### src/sv/swsc_pkg.sv
// Shared types and constants for the shaped wave sample core.
// Used by every module of the block; depends on nothing else.
`timescale 1ns / 1ps
`default_nettype none

package swsc_pkg;

    localparam int PERIOD_W  = 24;
    localparam int SHAPE_W   = 17;
    localparam int POS_W     = 32;
    localparam int SAMPLE_W  = 16;
    localparam int CFG_IDX_W = 2;
    localparam int RAMP_Q_W  = 16;
    localparam int RAMP_D_W  = PERIOD_W + 1;
    localparam int GAIN_W    = 18;
    localparam int RAMP_N_W  = PERIOD_W + GAIN_W;

    localparam logic [CFG_IDX_W-1:0] REG_PERIOD    = 2'd0;
    localparam logic [CFG_IDX_W-1:0] REG_WIDTH     = 2'd1;
    localparam logic [CFG_IDX_W-1:0] REG_RISE_HOLD = 2'd2;
    localparam logic [CFG_IDX_W-1:0] REG_FALL_SPAN = 2'd3;

    localparam logic [SHAPE_W-1:0]  Q16_ONE       = 17'd65536;
    localparam logic [PERIOD_W-1:0] PERIOD_RESET  = 24'd48000;
    localparam logic [SHAPE_W-1:0]  WIDTH_RESET   = 17'd32768;
    localparam logic [PERIOD_W-1:0] HALF_RESET    = 24'd24000;
    localparam logic [SAMPLE_W-1:0] AMP           = 16'd32767;
    localparam logic [GAIN_W-1:0]   RAMP_GAIN     = 18'd131068;
    localparam logic [15:0]         ROUND_ADD     = 16'hFFFF;

    typedef struct packed {
        logic [PERIOD_W-1:0] per;
        logic [PERIOD_W-1:0] half;
        logic [PERIOD_W-1:0] ls;
        logic [PERIOD_W-1:0] rs;
    } shape_t;

endpackage

`default_nettype wire

### src/sv/swsc_shape_regs.sv
// Configuration registers and the derived breakpoints of the wave cycle.
// Depends on swsc_pkg for widths, register indexes and the shape_t struct.
`timescale 1ns / 1ps
`default_nettype none

module swsc_shape_regs (
    input  wire logic                           clk,
    input  wire logic                           rst_n,
    input  wire logic                           cfg_wen,
    input  wire logic [swsc_pkg::CFG_IDX_W-1:0] cfg_index,
    input  wire logic [swsc_pkg::PERIOD_W-1:0]  cfg_data,
    output swsc_pkg::shape_t                    shape
);

    localparam int PROD_W = swsc_pkg::PERIOD_W + swsc_pkg::SHAPE_W;
    localparam int RS_W   = PROD_W + 1;

    logic [swsc_pkg::PERIOD_W-1:0] period_reg;
    logic [swsc_pkg::SHAPE_W-1:0]  width_reg;
    logic [swsc_pkg::SHAPE_W-1:0]  left_reg;
    logic [swsc_pkg::SHAPE_W-1:0]  right_reg;
    logic [swsc_pkg::PERIOD_W-1:0] half_reg;
    logic [swsc_pkg::PERIOD_W-1:0] ls_reg;
    logic [swsc_pkg::PERIOD_W-1:0] rs_reg;
    logic [swsc_pkg::PERIOD_W-1:0] per_eff;
    logic [swsc_pkg::SHAPE_W-1:0]  sat_data;
    logic [PROD_W-1:0]             half_prod;
    logic [PROD_W-1:0]             ls_prod;
    logic [RS_W-1:0]               rs_prod;
    logic [swsc_pkg::PERIOD_W-1:0] half_next;
    logic [swsc_pkg::PERIOD_W-1:0] ls_next;
    logic [swsc_pkg::PERIOD_W-1:0] rs_next;

    always_comb
    begin
        per_eff   = (period_reg == '0) ? swsc_pkg::PERIOD_W'(1) : period_reg;
        sat_data  = (cfg_data[swsc_pkg::SHAPE_W-1:0] > swsc_pkg::Q16_ONE)
                    ? swsc_pkg::Q16_ONE : cfg_data[swsc_pkg::SHAPE_W-1:0];
        half_prod = PROD_W'(per_eff) * PROD_W'(width_reg);
        half_next = half_prod[39:16];
        ls_prod   = PROD_W'(half_reg) * PROD_W'(left_reg);
        ls_next   = ls_prod[39:16];
        rs_prod   = RS_W'(per_eff - half_reg) * RS_W'(right_reg)
                    + RS_W'(swsc_pkg::ROUND_ADD);
        rs_next   = per_eff - rs_prod[39:16];
    end

    always_ff @(posedge clk or negedge rst_n)
    begin
        if (!rst_n)
        begin
            period_reg <= swsc_pkg::PERIOD_RESET;
            width_reg  <= swsc_pkg::WIDTH_RESET;
            left_reg   <= '0;
            right_reg  <= '0;
            half_reg   <= swsc_pkg::HALF_RESET;
            ls_reg     <= '0;
            rs_reg     <= swsc_pkg::PERIOD_RESET;
        end
        else
        begin
            half_reg <= half_next;
            ls_reg   <= ls_next;
            rs_reg   <= rs_next;
            if (cfg_wen)
            begin
                case (cfg_index)
                    swsc_pkg::REG_PERIOD:    period_reg <= cfg_data;
                    swsc_pkg::REG_WIDTH:     width_reg  <= sat_data;
                    swsc_pkg::REG_RISE_HOLD: left_reg   <= sat_data;
                    swsc_pkg::REG_FALL_SPAN: right_reg  <= sat_data;
                    default:                 ;
                endcase
            end
        end
    end

    assign shape.per  = per_eff;
    assign shape.half = half_reg;
    assign shape.ls   = ls_reg;
    assign shape.rs   = rs_reg;

endmodule

`default_nettype wire
### config.mk
export PLATFORM = sky130hd
export DESIGN_NAME = swsc_shape_regs
export DESIGN_NICKNAME = d
export VERILOG_FILES = /design/src/sv/swsc_pkg.sv /design/src/sv/swsc_shape_regs.sv
export SDC_FILE = /design/constraint.sdc
export NUM_CORES = 2
export LEC_CHECK = 0
export ABC_AREA = 1
export ABC_CLOCK_PERIOD_IN_PS = 19600
export BUFFER_PORTS_ARGS = -buffer_cell sky130_fd_sc_hd__buf_2
export CAP_MARGIN = 15
export CORE_UTILIZATION = 35
export CTS_CLUSTER_SIZE = 12
export DETAILED_ROUTE_END_ITERATION = 8
export PLACE_DENSITY_LB_ADDON = 0.08
export SLEW_MARGIN = 20
export SYNTH_ARGS = -nofsm -noshare
export SYNTH_HDL_FRONTEND = slang
export SYNTH_SLANG_ARGS = --single-unit
### constraint.sdc
create_clock -name clk -period 19.6 [get_ports clk]
set_input_delay 0.98 -clock clk [delete_from_list [all_inputs] [get_ports clk]]
set_output_delay 0.98 -clock clk [all_outputs]
set_load 0.02 [all_outputs]
Yosys cells after proc, flatten, opt, wreduce, memory -nomap -nowiden
Cells that the tools add are included.
- output and inout port bits: 96
- input port bits: 29
- word-level logic and storage cells: 25
- bits in registers: 147
- reduce and logical (&&, ||, !) cells: 6
- order comparisons: 1
- equality and inequality tests: 3
- mux-type cells: 2
- $add $sub $neg: 3
- $mul: 3
- operators with widths (operator ; count):
    multiplier 24 x 17 -> 40 bit ; 2
    adder 40 x 16 -> 40 bit, second input constant ; 1
    multiplier 25 x 18 -> 40 bit ; 1
    subtractor 24 x 24 -> 25 bit ; 1
    logical NOT 24 bit ; 1
    two-way mux 24 bit ; 1
    subtractor 24 bit ; 1
    > comparator 17 bit, second input constant ; 1
    two-way mux 17 bit ; 1
    AND reduction 2 bit ; 4
    equality test 2 bit, second input constant ; 2
    equality test 2 x 1 -> 1 bit, second input constant ; 1
    logical NOT 2 bit ; 1

Logic depth before layout (Yosys ltp)
- word-level depth: 6
- gate-level depth with buffers: 58
- gate-level depth less buffers: 54

Worst setup path before layout
Ideal clock, no wire load.
- kind: register -> register
- start: register period_reg[1] (netlist bit)
- end: register rs_reg[23] (netlist bit)
- period minus slack after synthesis: 9359 ps
- data arrival time: 9246 ps
- library setup time: 113 ps
- path slack: 10241 ps
- cell stages (with the launch flop): 55
- required time: 19487 ps
- buffers on the path: 4
- cell sequence: dfrtp_1 -> clkbuf_1 -> nor4_1 -> nand4_1 -> nand3b_1 -> nand2_1 -> inv_1 -> clkbuf_1 -> ha_1 -> inv_1 -> fa_1 -> nand2_1 -> nand2_1 -> nand3_1 -> nand2_2 -> a21oi_4 -> o21ai_2 -> and2_1 -> [19 not listed] -> o21ai_0 -> inv_1 -> nand2_1 -> a21oi_1 -> o21ai_0 -> xnor2_1 -> ha_1 -> inv_1 -> o21ai_0 -> nor2_1 -> nor2_1 -> nor2_1 -> o211ai_1 -> nand4_1 -> nand2_1 -> nand3_1 -> nand2_1 -> inv_1
- RTL lines (item ; RTL line ; source):
    from (decl) ; swsc_shape_regs.sv:18 ; logic [swsc_pkg::PERIOD_W-1:0] period_reg;
    from (signal assigned) ; swsc_shape_regs.sv:52 ; period_reg <= swsc_pkg::PERIOD_RESET;
    from (signal assigned) ; swsc_shape_regs.sv:68 ; swsc_pkg::REG_PERIOD: period_reg <= cfg_data;
    to (signal assigned) ; swsc_shape_regs.sv:58 ; rs_reg <= swsc_pkg::PERIOD_RESET;
    to (signal assigned) ; swsc_shape_regs.sv:64 ; rs_reg <= rs_next;
    to (decl) ; swsc_shape_regs.sv:24 ; logic [swsc_pkg::PERIOD_W-1:0] rs_reg;

Worst setup path in the final report
- start: register period_reg[16] (netlist bit)
- end: register rs_reg[16] (netlist bit)
- cells in the longest elaborated chain, start to end: 6
- RTL lines (item ; RTL line ; source):
    logical NOT 24 bit ; swsc_shape_regs.sv:36 ; per_eff = (period_reg == '0) ? swsc_pkg::PERIOD_W'(1) : period_reg;
    two-way mux 24 bit (*) ; swsc_shape_regs.sv:36 ;
    subtractor 24 x 24 -> 25 bit ; swsc_shape_regs.sv:43 ; rs_prod = RS_W'(per_eff - half_reg) * RS_W'(right_reg)
    multiplier 25 x 18 -> 40 bit ; swsc_shape_regs.sv:43 ;
    adder 40 x 16 -> 40 bit ; swsc_shape_regs.sv:44 ; + RS_W'(swsc_pkg::ROUND_ADD);
    subtractor 24 bit (*) ; swsc_shape_regs.sv:45 ; rs_next = per_eff - rs_prod[39:16];
    net rs_next, one bit ; swsc_shape_regs.sv:32 ; logic [swsc_pkg::PERIOD_W-1:0] rs_next;
Mark *: on every way through the listed nets, which the timed path passes. The rest lies on a longest branch.
A chain may end at the register's enable or synchronous reset.

==> run_results.csv <==
group,metric,value,unit
status,status,"completed",
setup_path,cp-end-kind,"register",
setup_path,crit_required,20020,ps
sta,hold_viol_final,0,
grt,track_usage,25.4,%
grt,grt_pass1_wl,266000,µm
die,ios,125,
clock_tree,hold_buffers,0,
clock_tree,clk_pin_slew,90,ps
synthesis,yosys-top-cells-area,"fa_1 (44%), inv_1 (13%), nand2_1 (11%)",
finish,fillCellCount,14700,
synthesis,syn_area_per_cell,7.88,µm²
route,ant_nets,0,
finish,fin_util,37.6,%
clock_tree,htreeDepth,4,
setup_path,crit_buf_inv,11,
synthesis,ys_seq_elements,147,
finish,design_area,0.0519,mm²
route,drc,0,
setup_path,critPathSlowestCell,"nor4_1",
route,firstDrtPassIters,6,
finish,seqCellArea,0.00371,mm²
synthesis,synth_enable_flop_cells,0,
finish,nets,7609,
route,vias,39000,
clock_tree,clock-sinks,147,
finish,final_cell_mix,"inv_1 (1,679), nand2_1 (1,430), fa_1 (1,061)",
sta,skew,24.6,ps
die,die-area,0.141,mm²
die,fp.dieW,375,µm
sta,max_slew.worst_pin.slew,1140,ps
sta,setup_violations,0,
route,vias_per_cell,4.90,
setup_path,worstSetupPathType,"reg2reg",
finish,drive_gt1_share,5.21,%
placed_design,finalWeightedCongestion,0.893,
synthesis,syn_area,0.0488,mm²
placed_design,dp.final_hpwl,139000,µm
sta,tns,0,ps
setup_path,cp-start-kind,"register",
synthesis,syn_nets,7656,
route,drt_iter0_drc,2243,
finish,multi_input_area,0.0376,mm²
setup_path,worstPathArrival,12440,ps
clock_tree,cts-buffers-inserted,17,
clock_tree,cts_root_buf,"clkbuf_16",
synthesis,ys_warn_count,0,
die,die_y,375,µm
synthesis,synth_top_area_share,43.6,%
clock_tree,postCtsSetupBuffers,0,
die,start_util,35.4,%
grt,grt_max_degree,102,
die,core_area,0.138,mm²
sta,relSlewSlack,24.1,%
clock_tree,cts_resized,0,
min_path,hp-class,"reg2reg",
route,routed_wl,174000,µm
sta,slew_violations,0,
sta,fin_crit,12020,ps
synthesis,synth-main-ff-cell,"dfrtp_1",
clock_tree,cts_buffer_depth,2,
synthesis,yosysUniqueCellTypes,54,
sta,rsz0062_at_grt,"no",
finish,final_common_cell,"inv_1",
grt,gr-total-overflow,0,
sta,min_period_over_period,61.3,%
placed_design,dpl_cell_area,0.0513,mm²
clock_tree,clock_latency,530,ps
placed_design,io_buffers,124,
synthesis,async_flop_share,100,%
sta,max_freq,83.2,MHz
finish,synthToLayoutAreaGrowth,6.37,%
clock_tree,cts_tree,"done",
setup_path,worstPathMaxFanout,22,
grt,antenna_found_initial,8,
route,routedWlPerCell,21.8,µm
setup_path,critical-path-top-delay-family,"adder cells",
synthesis,synthCells,6192,
job,cap_viol_max_count,0,
synthesis,synth_largest_area_cell,"fa_1",
grt,first_global_vias,41700,
die,rows,136,
synthesis,yosysSeqAreaShare,7.60,%
setup_path,max_stage_delay,870,ps
[kinds of logic after synthesis]
group	synth area share (%)
buffers and inverters	15.2
AND/OR/NAND/NOR	16.9
multiplexers	0.208
flip-flops	7.60
adder cells (fa/ha/maj)	53.1
XOR/XNOR	2.01
AO/OA/AOI/OAI	4.93
[worst paths after layout]
| check | slack (ps) | startpoint | depth (start not counted) | endpoint |
|---|---|---|---|---|
| min in group asynchronous | 600 | rst_n | 1 | ls_reg[23]$_DFF_PN0_ |
| max in group asynchronous | 17560 | rst_n | 2 | period_reg[20]$_DFFE_PN0P_ |
| worst max-delay path | 7580 | period_reg[16]$_DFFE_PN0P_ | 47 | rs_reg[16]$_DFF_PN0_ |
| worst max register to register | 7580 | period_reg[16]$_DFFE_PN0P_ | 47 | rs_reg[16]$_DFF_PN0_ |
| worst min-delay path | 490 | left_reg[12]$_DFFE_PN0P_ | 2 | left_reg[12]$_DFFE_PN0P_ |
| worst min register to register | 490 | left_reg[12]$_DFFE_PN0P_ | 2 | left_reg[12]$_DFFE_PN0P_ |
[layout make-up]
cell class              count  area share [%]
multi-input cells        4073            72.6
inverters                1687            12.2
flip-flops and latches    147            7.15
well taps                1794            4.33
repair buffers            219            2.59
clock buffers              17           0.820
clock inverters            15           0.318
diodes                      3          0.0145
[per-stage QoR]
stage                     setup WS [ps]  instances  hold WS, ps
after floorplan                   10240       6192          475
after global placement             7700       7920          467
after detailed placement           7680       7920          474
after CTS                          7650       7952          493
after global routing               6960       7952          506
final                              7580       7955          490
[synthesized netlist by cell type, drive strengths merged (4+ instances only)]
cell type / instances
buf: 27
nand4: 28
nor2: 438
o21bai: 16
and3: 4
a21oi: 172
o21a: 5
nand3: 120
inv: 1681
a221oi: 4
nor3: 20
clkinv: 6
or2: 20
clkbuf: 258
o211ai: 7
nand2: 1435
a31oi: 31
a21boi: 4
nor4: 20
dfstp: 22
mux2: 9
fa: 1061
a21o: 14
xnor2: 39
dfrtp: 125
o221ai: 4
ha: 374
o21ai: 159
xor2: 73
[layer usage]
layer | part of all wire, % | global-route usage (%) | up-vias
met5 | 0.014 | 0 | -
met4 | 2.5 | 6.35 | 4
met3 | 5.0 | 3.11 | 176
met2 | 48 | 42.9 | 968
met1 | 45 | 34.6 | 20100
li1 | - | - | 17700
[worst reg2reg max path, delay by kind of cell, from the launching register on]
family / cells / cell delay (ps)
adders and majority gates: 11 / 4630
AOI/OAI and AO/OA: 6 / 1260
xor gates and xnor gates: 3 / 1210
and+or+nand+nor: 16 / 2810
buffers and inverters: 11 / 1650
DFF: 1 / 370
Power is left out: the tool's default activity adds up to more than one toggle a clock period on the data nets, which glitch-free logic cannot reach.
