## config.mk

```make
export PLATFORM = sky130hd
export DESIGN_NAME = swsc_div_cell
export DESIGN_NICKNAME = d
export VERILOG_FILES = /design/src/sv/swsc_pkg.sv /design/src/sv/swsc_div_cell.sv
export SDC_FILE = /design/constraint.sdc
export NUM_CORES = 1
export LEC_CHECK = 0
export BUFFER_PORTS_ARGS = -buffer_cell sky130_fd_sc_hd__buf_2
export CAP_MARGIN = 0
export CORE_ASPECT_RATIO = 2
export CORE_MARGIN = 5
export CORE_UTILIZATION = 50
export CTS_BUF_LIST = sky130_fd_sc_hd__clkbuf_8
export CTS_CLUSTER_SIZE = 10
export DETAILED_ROUTE_END_ITERATION = 10
export GPL_ROUTABILITY_DRIVEN = 0
export PLACE_DENSITY = 0.81
export SYNTH_ARGS = -nofsm -noshare
export SYNTH_HDL_FRONTEND = slang
export SYNTH_SLANG_ARGS = --single-unit
```

## constraint.sdc

```tcl
create_clock -name clk -period 1.1 [get_ports clk]
set_clock_uncertainty 0.2 [all_clocks]
set_input_delay 0.22 -clock clk [delete_from_list [all_inputs] [get_ports clk]]
set_output_delay 0.22 -clock clk [all_outputs]
set_load 0.02 [all_outputs]
```

## src/sv/swsc_pkg.sv

```systemverilog
// Shared types and constants for the shaped wave sample core.
// Used by every module of the block; depends on nothing else.
`timescale 1ns / 1ps
`default_nettype none

package swsc_pkg;

    localparam int PERIOD_W  = 24;
    localparam int SHAPE_W   = 17;
    localparam int POS_W     = 32;
    localparam int SAMPLE_W  = 16;
    localparam int CFG_IDX_W = 2;
    localparam int RAMP_Q_W  = 16;
    localparam int RAMP_D_W  = PERIOD_W + 1;
    localparam int GAIN_W    = 18;
    localparam int RAMP_N_W  = PERIOD_W + GAIN_W;

    localparam logic [CFG_IDX_W-1:0] REG_PERIOD    = 2'd0;
    localparam logic [CFG_IDX_W-1:0] REG_WIDTH     = 2'd1;
    localparam logic [CFG_IDX_W-1:0] REG_RISE_HOLD = 2'd2;
    localparam logic [CFG_IDX_W-1:0] REG_FALL_SPAN = 2'd3;

    localparam logic [SHAPE_W-1:0]  Q16_ONE       = 17'd65536;
    localparam logic [PERIOD_W-1:0] PERIOD_RESET  = 24'd48000;
    localparam logic [SHAPE_W-1:0]  WIDTH_RESET   = 17'd32768;
    localparam logic [PERIOD_W-1:0] HALF_RESET    = 24'd24000;
    localparam logic [SAMPLE_W-1:0] AMP           = 16'd32767;
    localparam logic [GAIN_W-1:0]   RAMP_GAIN     = 18'd131068;
    localparam logic [15:0]         ROUND_ADD     = 16'hFFFF;

    typedef struct packed {
        logic [PERIOD_W-1:0] per;
        logic [PERIOD_W-1:0] half;
        logic [PERIOD_W-1:0] ls;
        logic [PERIOD_W-1:0] rs;
    } shape_t;

endpackage

`default_nettype wire

```

## src/sv/swsc_div_cell.sv

```systemverilog
// One restoring division cell: one quotient bit per cycle while en is high, handed to the next cell.
// Depends on swsc_pkg for default widths.
`timescale 1ns / 1ps
`default_nettype none

module swsc_div_cell #(
    parameter int DW = swsc_pkg::PERIOD_W,
    parameter int WW = swsc_pkg::POS_W
) (
    input  wire logic          clk,
    input  wire logic          rst_n,
    input  wire logic          en,
    input  wire logic          in_valid,
    input  wire logic [DW-1:0] in_rem,
    input  wire logic [WW-1:0] in_word,
    input  wire logic [DW-1:0] in_dvs,
    output logic               out_valid,
    output logic [DW-1:0]      out_rem,
    output logic [WW-1:0]      out_word,
    output logic [DW-1:0]      out_dvs
);

    logic          valid_reg;
    logic [DW-1:0] rem_reg;
    logic [DW-1:0] rem_next;
    logic [WW-1:0] word_reg;
    logic [WW-1:0] word_next;
    logic [DW-1:0] dvs_reg;
    logic [DW:0]   trial;
    logic [DW:0]   diff;
    logic          ge;

    always_comb
    begin
        trial     = {in_rem, in_word[WW-1]};
        ge        = trial >= {1'b0, in_dvs};
        diff      = trial - {1'b0, in_dvs};
        rem_next  = ge ? diff[DW-1:0] : trial[DW-1:0];
        word_next = {in_word[WW-2:0], ge};
    end

    always_ff @(posedge clk or negedge rst_n)
    begin
        if (!rst_n)
        begin
            valid_reg <= 1'b0;
        end
        else if (en)
        begin
            valid_reg <= in_valid;
        end
    end

    always_ff @(posedge clk)
    begin
        if (en)
        begin
            rem_reg  <= rem_next;
            word_reg <= word_next;
            dvs_reg  <= in_dvs;
        end
    end

    assign out_valid = valid_reg;
    assign out_rem   = rem_reg;
    assign out_word  = word_reg;
    assign out_dvs   = dvs_reg;

endmodule

`default_nettype wire

```

==> metrics.txt, run 1 <==
status=stopped before the end; Failed at=5_1_grt; Tool Error=[ERROR GRT-0232] Routing congestion too high. Check the congestion heatmap in the GUI.; Synth area leaders=edfxtp_1, ha_1, inv_1, a21oi_1, nand3_1; Post-synth EDFFs=80; Inserted Clock Buffers=9; Detail Placement HPWL=about 11000 µm; row cnt=between 40 and 50; mux cell area share after synthesis=0.03221; Compound-Gate Fraction of Synth Area=0.1642; Yosys warning count=0; Initial Util=0.5120; Die H=around 140 µm; xor/xnor share of the synthesized area=0.02176; Mapped Area=~4400 µm²; largest net degree at the start of global routing=35; Synth cell types=61; PortBufs=164; register bit total from synthesis=81; Ports=between 150 and 200; post-synthesis sequential area ratio=0.5482; Synth top area share=0.5425; area leader, netlist=edfxtp_1; dominant synthesized flop cell=edfxtp_1; synth cell count leaders=edfxtp_1, inv_1, a21oi_1, ha_1; Post-Syn Nets=470; kind of the worst endpoint=sequential cell input; gr ovfl total=480; H-Tree Depth=3; most instantiated library cell after synthesis=edfxtp_1; asr flop ratio synth=0.01235; Die X=between 70 and 80 µm; fraction of the mapped netlist area in adder cells=0.07234; Post-Synthesis Cells=361; Total GRT Usage=0.8445; syn avg cell area=around 12 µm²; buffer depth of the longest clock path=2; largest family of logic cells by synthesized area=compound AO/OA/AOI/OAI gates; CTS Sinks=81; Root Driver=clkbuf_8; post-GRT worst EP=out_rem[20]$_DFFE_PP_/D; Simple-Gate Fraction of Synth Area=0.1085
==> through the flow <==
stage / setup TNS, ns / instances / worst slack [ns] / area (µm²) / util
global placement: -38.79 / 723 / -1.639 / 6282 / 0.7264
floorplan: -30.09 / 361 / -1.382 / 4583 / -
CTS: -42.53 / 819 / -1.039 / 7966 / 0.9212
detailed placement: -40.54 / 723 / -1.722 / 6282 / 0.7264
==> layer usage <==
metal  GRT usage  GRT overflow
met5     0.04091             0
met2       1.103           360
met3      0.6206             4
met1      0.7760             2
met4      0.9604           114
==> cells by family after synthesis <==
logic type | after synthesis
AO/OA/AOI/OAI | 96
XOR/XNOR | 11
adder cells (fa/ha/maj) | 25
buffers and inverters | 49
flip-flops | 81
multiplexers | 11
AND/OR/NAND/NOR | 88
==> repair_timing <==
action | 4_1_cts
resized for setup | 162
hold buffers | 59
setup endpoints to repair | 106
hold endpoints to repair | 62
cloned | 2
pin swaps | 38
buffers inserted | 21
==> run 2, diff against run 1 <==
--- a/config.mk
+++ b/config.mk
@@ -7,14 +7,11 @@
 export LEC_CHECK = 0
 export BUFFER_PORTS_ARGS = -buffer_cell sky130_fd_sc_hd__buf_2
 export CAP_MARGIN = 0
-export CORE_ASPECT_RATIO = 2
 export CORE_MARGIN = 5
-export CORE_UTILIZATION = 50
-export CTS_BUF_LIST = sky130_fd_sc_hd__clkbuf_8
-export CTS_CLUSTER_SIZE = 10
+export CORE_UTILIZATION = 35
 export DETAILED_ROUTE_END_ITERATION = 10
 export GPL_ROUTABILITY_DRIVEN = 0
-export PLACE_DENSITY = 0.81
+export PLACE_DENSITY_LB_ADDON = 0.15
 export SYNTH_ARGS = -nofsm -noshare
 export SYNTH_HDL_FRONTEND = slang
 export SYNTH_SLANG_ARGS = --single-unit
==> metrics.txt, run 2 <==
CTS tree=done; Detail Placement HPWL=10310 µm (-5.3%); DRT iter0 DRCs=roughly 340; post-synthesis sequential area ratio=0.5482 (unchanged); gr ovfl total=0; post-route ant nets=0; Top Family by Delay on Critical Path=compound AO/OA/AOI/OAI gates; H-Tree Depth=3 (unchanged); Initial Util=0.3538 (-0.1582); Total GRT Usage=0.1938; status=finished with violations; WL met2=approximately 7600 µm; Post-Synthesis Cells=361 (unchanged); pre-CTS WS=-1.693 ns (+0.02959 ns); asr flop ratio synth=0.01235 (unchanged); commonest cells after routing, fill and taps aside=buf_4, buf_2, edfxtp_1; Synth cell types=61 (unchanged); final setup fails=approximately 110; TNS Setup=-40.61 ns; Post-Syn Nets=470 (unchanged); Worst Setup Path Type=in -> reg; critical path peak fanout=3; final core occ=0.6786; initial antenna violation count=0; total power=between 10 and 15 mW; total number of vias=between 4k and 5k; max reg flops=32; CTS Sinks=81 (unchanged); Critical Path RT=1.01 ns; critical-path cell list=buf_2 -> ha_4 -> nor2b_4 -> o21bai_4 -> a2111oi_4 -> buf_4 -> o311ai_4 -> buf_6 -> and3_4 -> a31o_4; PwrDens=between 1000 and 1500 nW/µm²; drt via density=~4.9; die area=between 15000 and 20000 µm²; Die X=122.5 µm (+60%); row cnt=41 (-15%); Final Critical Period=between 2 and 2.5 ns; Skew-Pair Late Insertion Delay=between 0.3 and 0.4 ns; dominant synthesized flop cell=edfxtp_1; most instantiated library cell after synthesis=edfxtp_1; max_cap viols=0; PortBufs=164 (unchanged); Slew Limit Headroom=0.7121; Nets=roughly 820; Synth top area share=0.5425 (unchanged); Crit. End Element=flop; DRC violation count after routing=0; VDD IR max=about 0.7 mV; number of global-route vias before repair=approximately 4.4k; DR WL met3=between 900 and 1000 µm; Worst Path Arrival=approximately 2.1 ns; Worst setup SP type=primary input; buffer depth of the longest clock path=2 (unchanged); area leader, netlist=edfxtp_1; Die H=122.5 µm (-14%); area grow syn2layout=91.83%; highest routed layer=met4; failing checks=negative hold slack, negative setup slack; Fin. Hold Viols=4; Inserted Clock Buffers=9 (unchanged); Least-Margin Pin Slew=0.4289 ns; Worst Hold Class=in -> reg; CORE AREA=roughly 13000 µm²; WHS=-0.01869 ns; Fmax achieved=459.3 MHz; WL/cell=approximately 17 µm; layout cells sized above 1=0.5961; Root Driver=clkbuf_16; CP bufs+invs=3; Pleak=between 3 and 4 nW; register bit total from synthesis=81 (unchanged); Final Cycle Share=1.980; DRT Pass-1 Iters=4; Worst-path clk slew=approximately 0.07 ns; commonest non-fill, non-tap cell in the layout=buf_4; hold-fix buffers at CTS=58 (-1.7%); Post-synth EDFFs=80 (unchanged); slowest CP cell=a2111oi_4; syn avg cell area=12.27 µm² (unchanged); global-route wire length before repair=22370 µm; Ports=165 (unchanged); WL final=15190 µm; RSZ-0062 raised after global routing=yes; largest net degree at the start of global routing=31; Yosys warning count=0 (unchanged); CP max stage delay=about 0.41 ns; Mapped Area=4428 µm² (unchanged); wire length on met1=~6400 µm; diode count=0; Slew Limit Fails=0; Synth area leaders=edfxtp_1, ha_1, inv_1, a21oi_1, nand3_1; final worst slack=-1.077 ns; synth cell count leaders=edfxtp_1, inv_1, a21oi_1, ha_1
[run 2: cell counts after synthesis]
No cell type changed its count.
[run 2: worst paths after layout]
kind	start	to	slack [ns]	depth (start not counted)
worst max register to register	out_valid	out_valid	0.14	1
worst max-delay path	in_rem[0]	out_rem[14]	-1.08	10
min in group asynchronous	rst_n	out_valid	0.51	3
max in group asynchronous	rst_n	out_valid	0.09	3
worst min-delay path	in_rem[2]	out_rem[3]	-0.02	2
worst min register to register	out_valid	out_valid	0.35	1
[run 2: kinds of logic (layout without fill, tap and decap cells)]
group / Yosys count / in the layout / share of synthesized area
mux: 11 / 11 / 0.03221
fa+ha+maj: 25 / 25 / 0.07234
flops: 81 / 81 / 0.5482
simple gates: 88 / 88 / 0.1085
buf+inv: 49 / 406 / 0.05284
compound gates: 96 / 96 / 0.1642
xor+xnor: 11 / 11 / 0.02176
[run 2: routing by layer]
| layer | GRT usage | up-vias |
|---|---|---|
| met4 | 0.06578 | 0 |
| met3 | 0.03871 | 15 |
| li1 | - | 2097 |
| met5 | 0 | - |
| met2 | 0.3384 | 146 |
| met1 | 0.2391 | 2085 |
[run 2: area by class of cell]
| type | count | area, µm² |
|---|---|---|
| Multi-Input combinational cell | 231 | 2426 |
| Timing Repair inverter | 1 | 11.26 |
| Clock buffer | 10 | 239.0 |
| Fill cell | 938 | 4023 |
| Clock inverter | 6 | 65.06 |
| Sequential cell | 81 | 2427 |
| Tap cell | 172 | 215.2 |
| Inverter | 34 | 157.7 |
| Timing Repair Buffer | 355 | 2953 |
[run 2: what timing repair did]
action                                  in CTS  in global routing
gates resized for setup                    141                112
buffers inserted                            15                  9
endpoints found under the hold margin       60                  4
gates cloned                                 1                  0
pin swaps                                   35                 22
endpoints found under the setup margin     106                107
[run 2: per-stage QoR]
step / instances / instance area, µm² / hold WS (ns)
global placement: 791 / 6367 / -0.2053
floorplan: 361 / 4583 / -0.2756
CTS: 881 / 8036 / -0.02625
finish: 890 / 8494 / -0.01869
detailed placement: 791 / 6367 / -0.2031
global route: 890 / 8494 / -0.02621
[run 2: power breakdown]
group          internal (mW)  switching (mW)  leakage [nW]
Sequential              3.78           0.132         0.795
Combinational           1.93            1.70          2.65
Clock                   1.83            1.29         0.149
Total                   7.54            3.12          3.59
Power figures use the tool's default switching activity.
==> run 3, diff against run 2 <==
--- a/config.mk
+++ b/config.mk
@@ -12,6 +12,8 @@
 export DETAILED_ROUTE_END_ITERATION = 10
 export GPL_ROUTABILITY_DRIVEN = 0
 export PLACE_DENSITY_LB_ADDON = 0.15
+export REMOVE_ABC_BUFFERS = 1
+export SKIP_CTS_REPAIR_TIMING = 1
 export SYNTH_ARGS = -nofsm -noshare
 export SYNTH_HDL_FRONTEND = slang
 export SYNTH_SLANG_ARGS = --single-unit
==> metrics.txt, run 3 (synthesized netlist as in run 2, its figures left out) <==
Root Driver=clkbuf_16; DRT Pass-1 Iters=4 (unchanged); worst hold path depth=2 (unchanged); VDD IR max=0.6189 mV (-12%); total number of vias=4216 (-2.9%); DRT iter0 DRCs=228 (-33%); PwrDens=1289 nW/µm² (+2.7%); Skew-Pair Late Insertion Delay=0.34 ns (about the same); number of global-route vias before repair=3951 (-11%); Die X=122.5 µm (unchanged); Worst setup SP type=primary input; Worst Path Arrival=2.17 ns (+0.08 ns); Initial Util=0.3538 (unchanged); max_cap viols=0 (unchanged); final worst slack=-1.177 ns (-0.09955 ns); Crit. End Element=flop; PortBufs=164 (unchanged); Pleak=3.385 nW (-5.8%); row cnt=41 (unchanged); Slew Limit Fails=0 (unchanged); CORE AREA=12520 µm² (unchanged); failing checks=negative hold slack, negative setup slack; largest net degree at the start of global routing=34 (+9.7%); DRC violation count after routing=0 (unchanged); Total GRT Usage=0.1697 (-0.02406); Worst Hold Class=in -> reg; DP Area=6193 µm² (-2.7%); status=finished with violations; commonest cells after routing, fill and taps aside=buf_4, buf_2, edfxtp_1; Die H=122.5 µm (unchanged); buffer depth of the longest clock path=2 (unchanged); area grow syn2layout=80.62%; Ports=165 (unchanged); final core occ=0.6389 (-0.03969); post-route ant nets=0 (unchanged); Final Cycle Share=2.070 (+0.09050); Worst-path clk slew=0.07 ns (about the same); diode count=0 (unchanged); Worst Reg-to-Reg Cells=1 (unchanged); Critical Path RT=0.99 ns (-0.02 ns); commonest non-fill, non-tap cell in the layout=buf_4; Slew Limit Headroom=0.7058 (-0.006326); initial antenna violation count=0 (unchanged); gr ovfl total=0 (unchanged); CTS Sinks=81 (unchanged); Detail Placement HPWL=10220 µm (-0.88%); critical path peak fanout=6 (+3); H-Tree Depth=3 (unchanged); final setup fails=107 (+0.94%); CTS tree=done; WL final=14390 µm (-5.3%); WL/cell=16.46 µm (-3.5%); layout cells sized above 1=0.5527 (-0.04339); Fmax achieved=439.2 MHz (-4.4%); RSZ-0062 raised after global routing=yes; Nets=806 (-1.9%); WHS=-0.02138 ns (-0.002687 ns); Worst Setup Path Type=in -> reg; drt via density=4.824 (-1.1%); Least-Margin Pin Slew=0.4404 ns (+0.01143 ns); global-route wire length before repair=19530 µm (-13%); total power=10.31 mW (-3.3%); die area=15000 µm² (unchanged); Final Critical Period=2.277 ns (+0.09955 ns); Fin. Hold Viols=2 (-2); final instance area=7998 µm² (-5.8%); Inserted Clock Buffers=9 (unchanged); max reg flops=32 (unchanged)
## run 3: changes by cell type in the layout (fill, tap and decap cells not counted), sizes merged
| cell | change |
|---|---|
| inv | -1 |
| clkbuf | -1 |
| clkinvlp | +2 |
| dlymetal6s4s | -1 |
| buf | -15 |
## run 3: power breakdown
part           internal [mW]  switching [mW]  leakage (nW)
clock                   1.78            1.32         0.140
combinational           1.71            1.60          2.45
sequential              3.78           0.121         0.795
total                   7.27            3.04          3.38
## run 3: final timing paths
path                       startpoint     endpoint  slack, ns
max                         in_dvs[4]  out_rem[11]      -1.18
min                         in_dvs[1]   out_dvs[1]      -0.02
max reg2reg                 out_valid    out_valid       0.13
min reg2reg                 out_valid    out_valid       0.35
max in group asynchronous       rst_n    out_valid       0.08
min in group asynchronous       rst_n    out_valid       0.51
## run 3: area by class of cell
class                      instances  area (µm²)
timing repair inverter             1       8.758
clock buffer                       9       225.2
multi-input combinational        231        2263
tap                              172       215.2
fill                            1006        4519
inverter                          34       142.6
sequential                        81        2427
clock inverter                     7       77.57
timing repair buffer             339        2638
## run 3: metrics by stage
step	setup slack, ns	instances	setup TNS, ns
2_1_floorplan	-1.799	346	-38.18
3_3_place_gp	-1.678	789	-42.15
3_5_place_dp	-1.696	789	-42.75
4_1_cts	-1.328	805	-48.41
5_1_grt	-1.237	874	-46.79
6_report	-1.177	874	-42.90
## run 3: worst max-delay path, stage by stage
cell,delay (ns)
buf_8,0.10
inv_4,0.05
ha_4,0.21
a21o_1,0.22
a31oi_4,0.21
a2111oi_4,0.12
o311a_4,0.43
nor2_8,0.20
clkinv_8,0.11
mux2_4,0.31
## run 3: metal layers
metal  up-vias  track usage  wire length (µm)
li1       2060            -                 -
met1      2001       0.2160              6345
met2       140       0.2762              6910
met3        15      0.04516               903
met4         0      0.06578               231
met5         -            0                 0
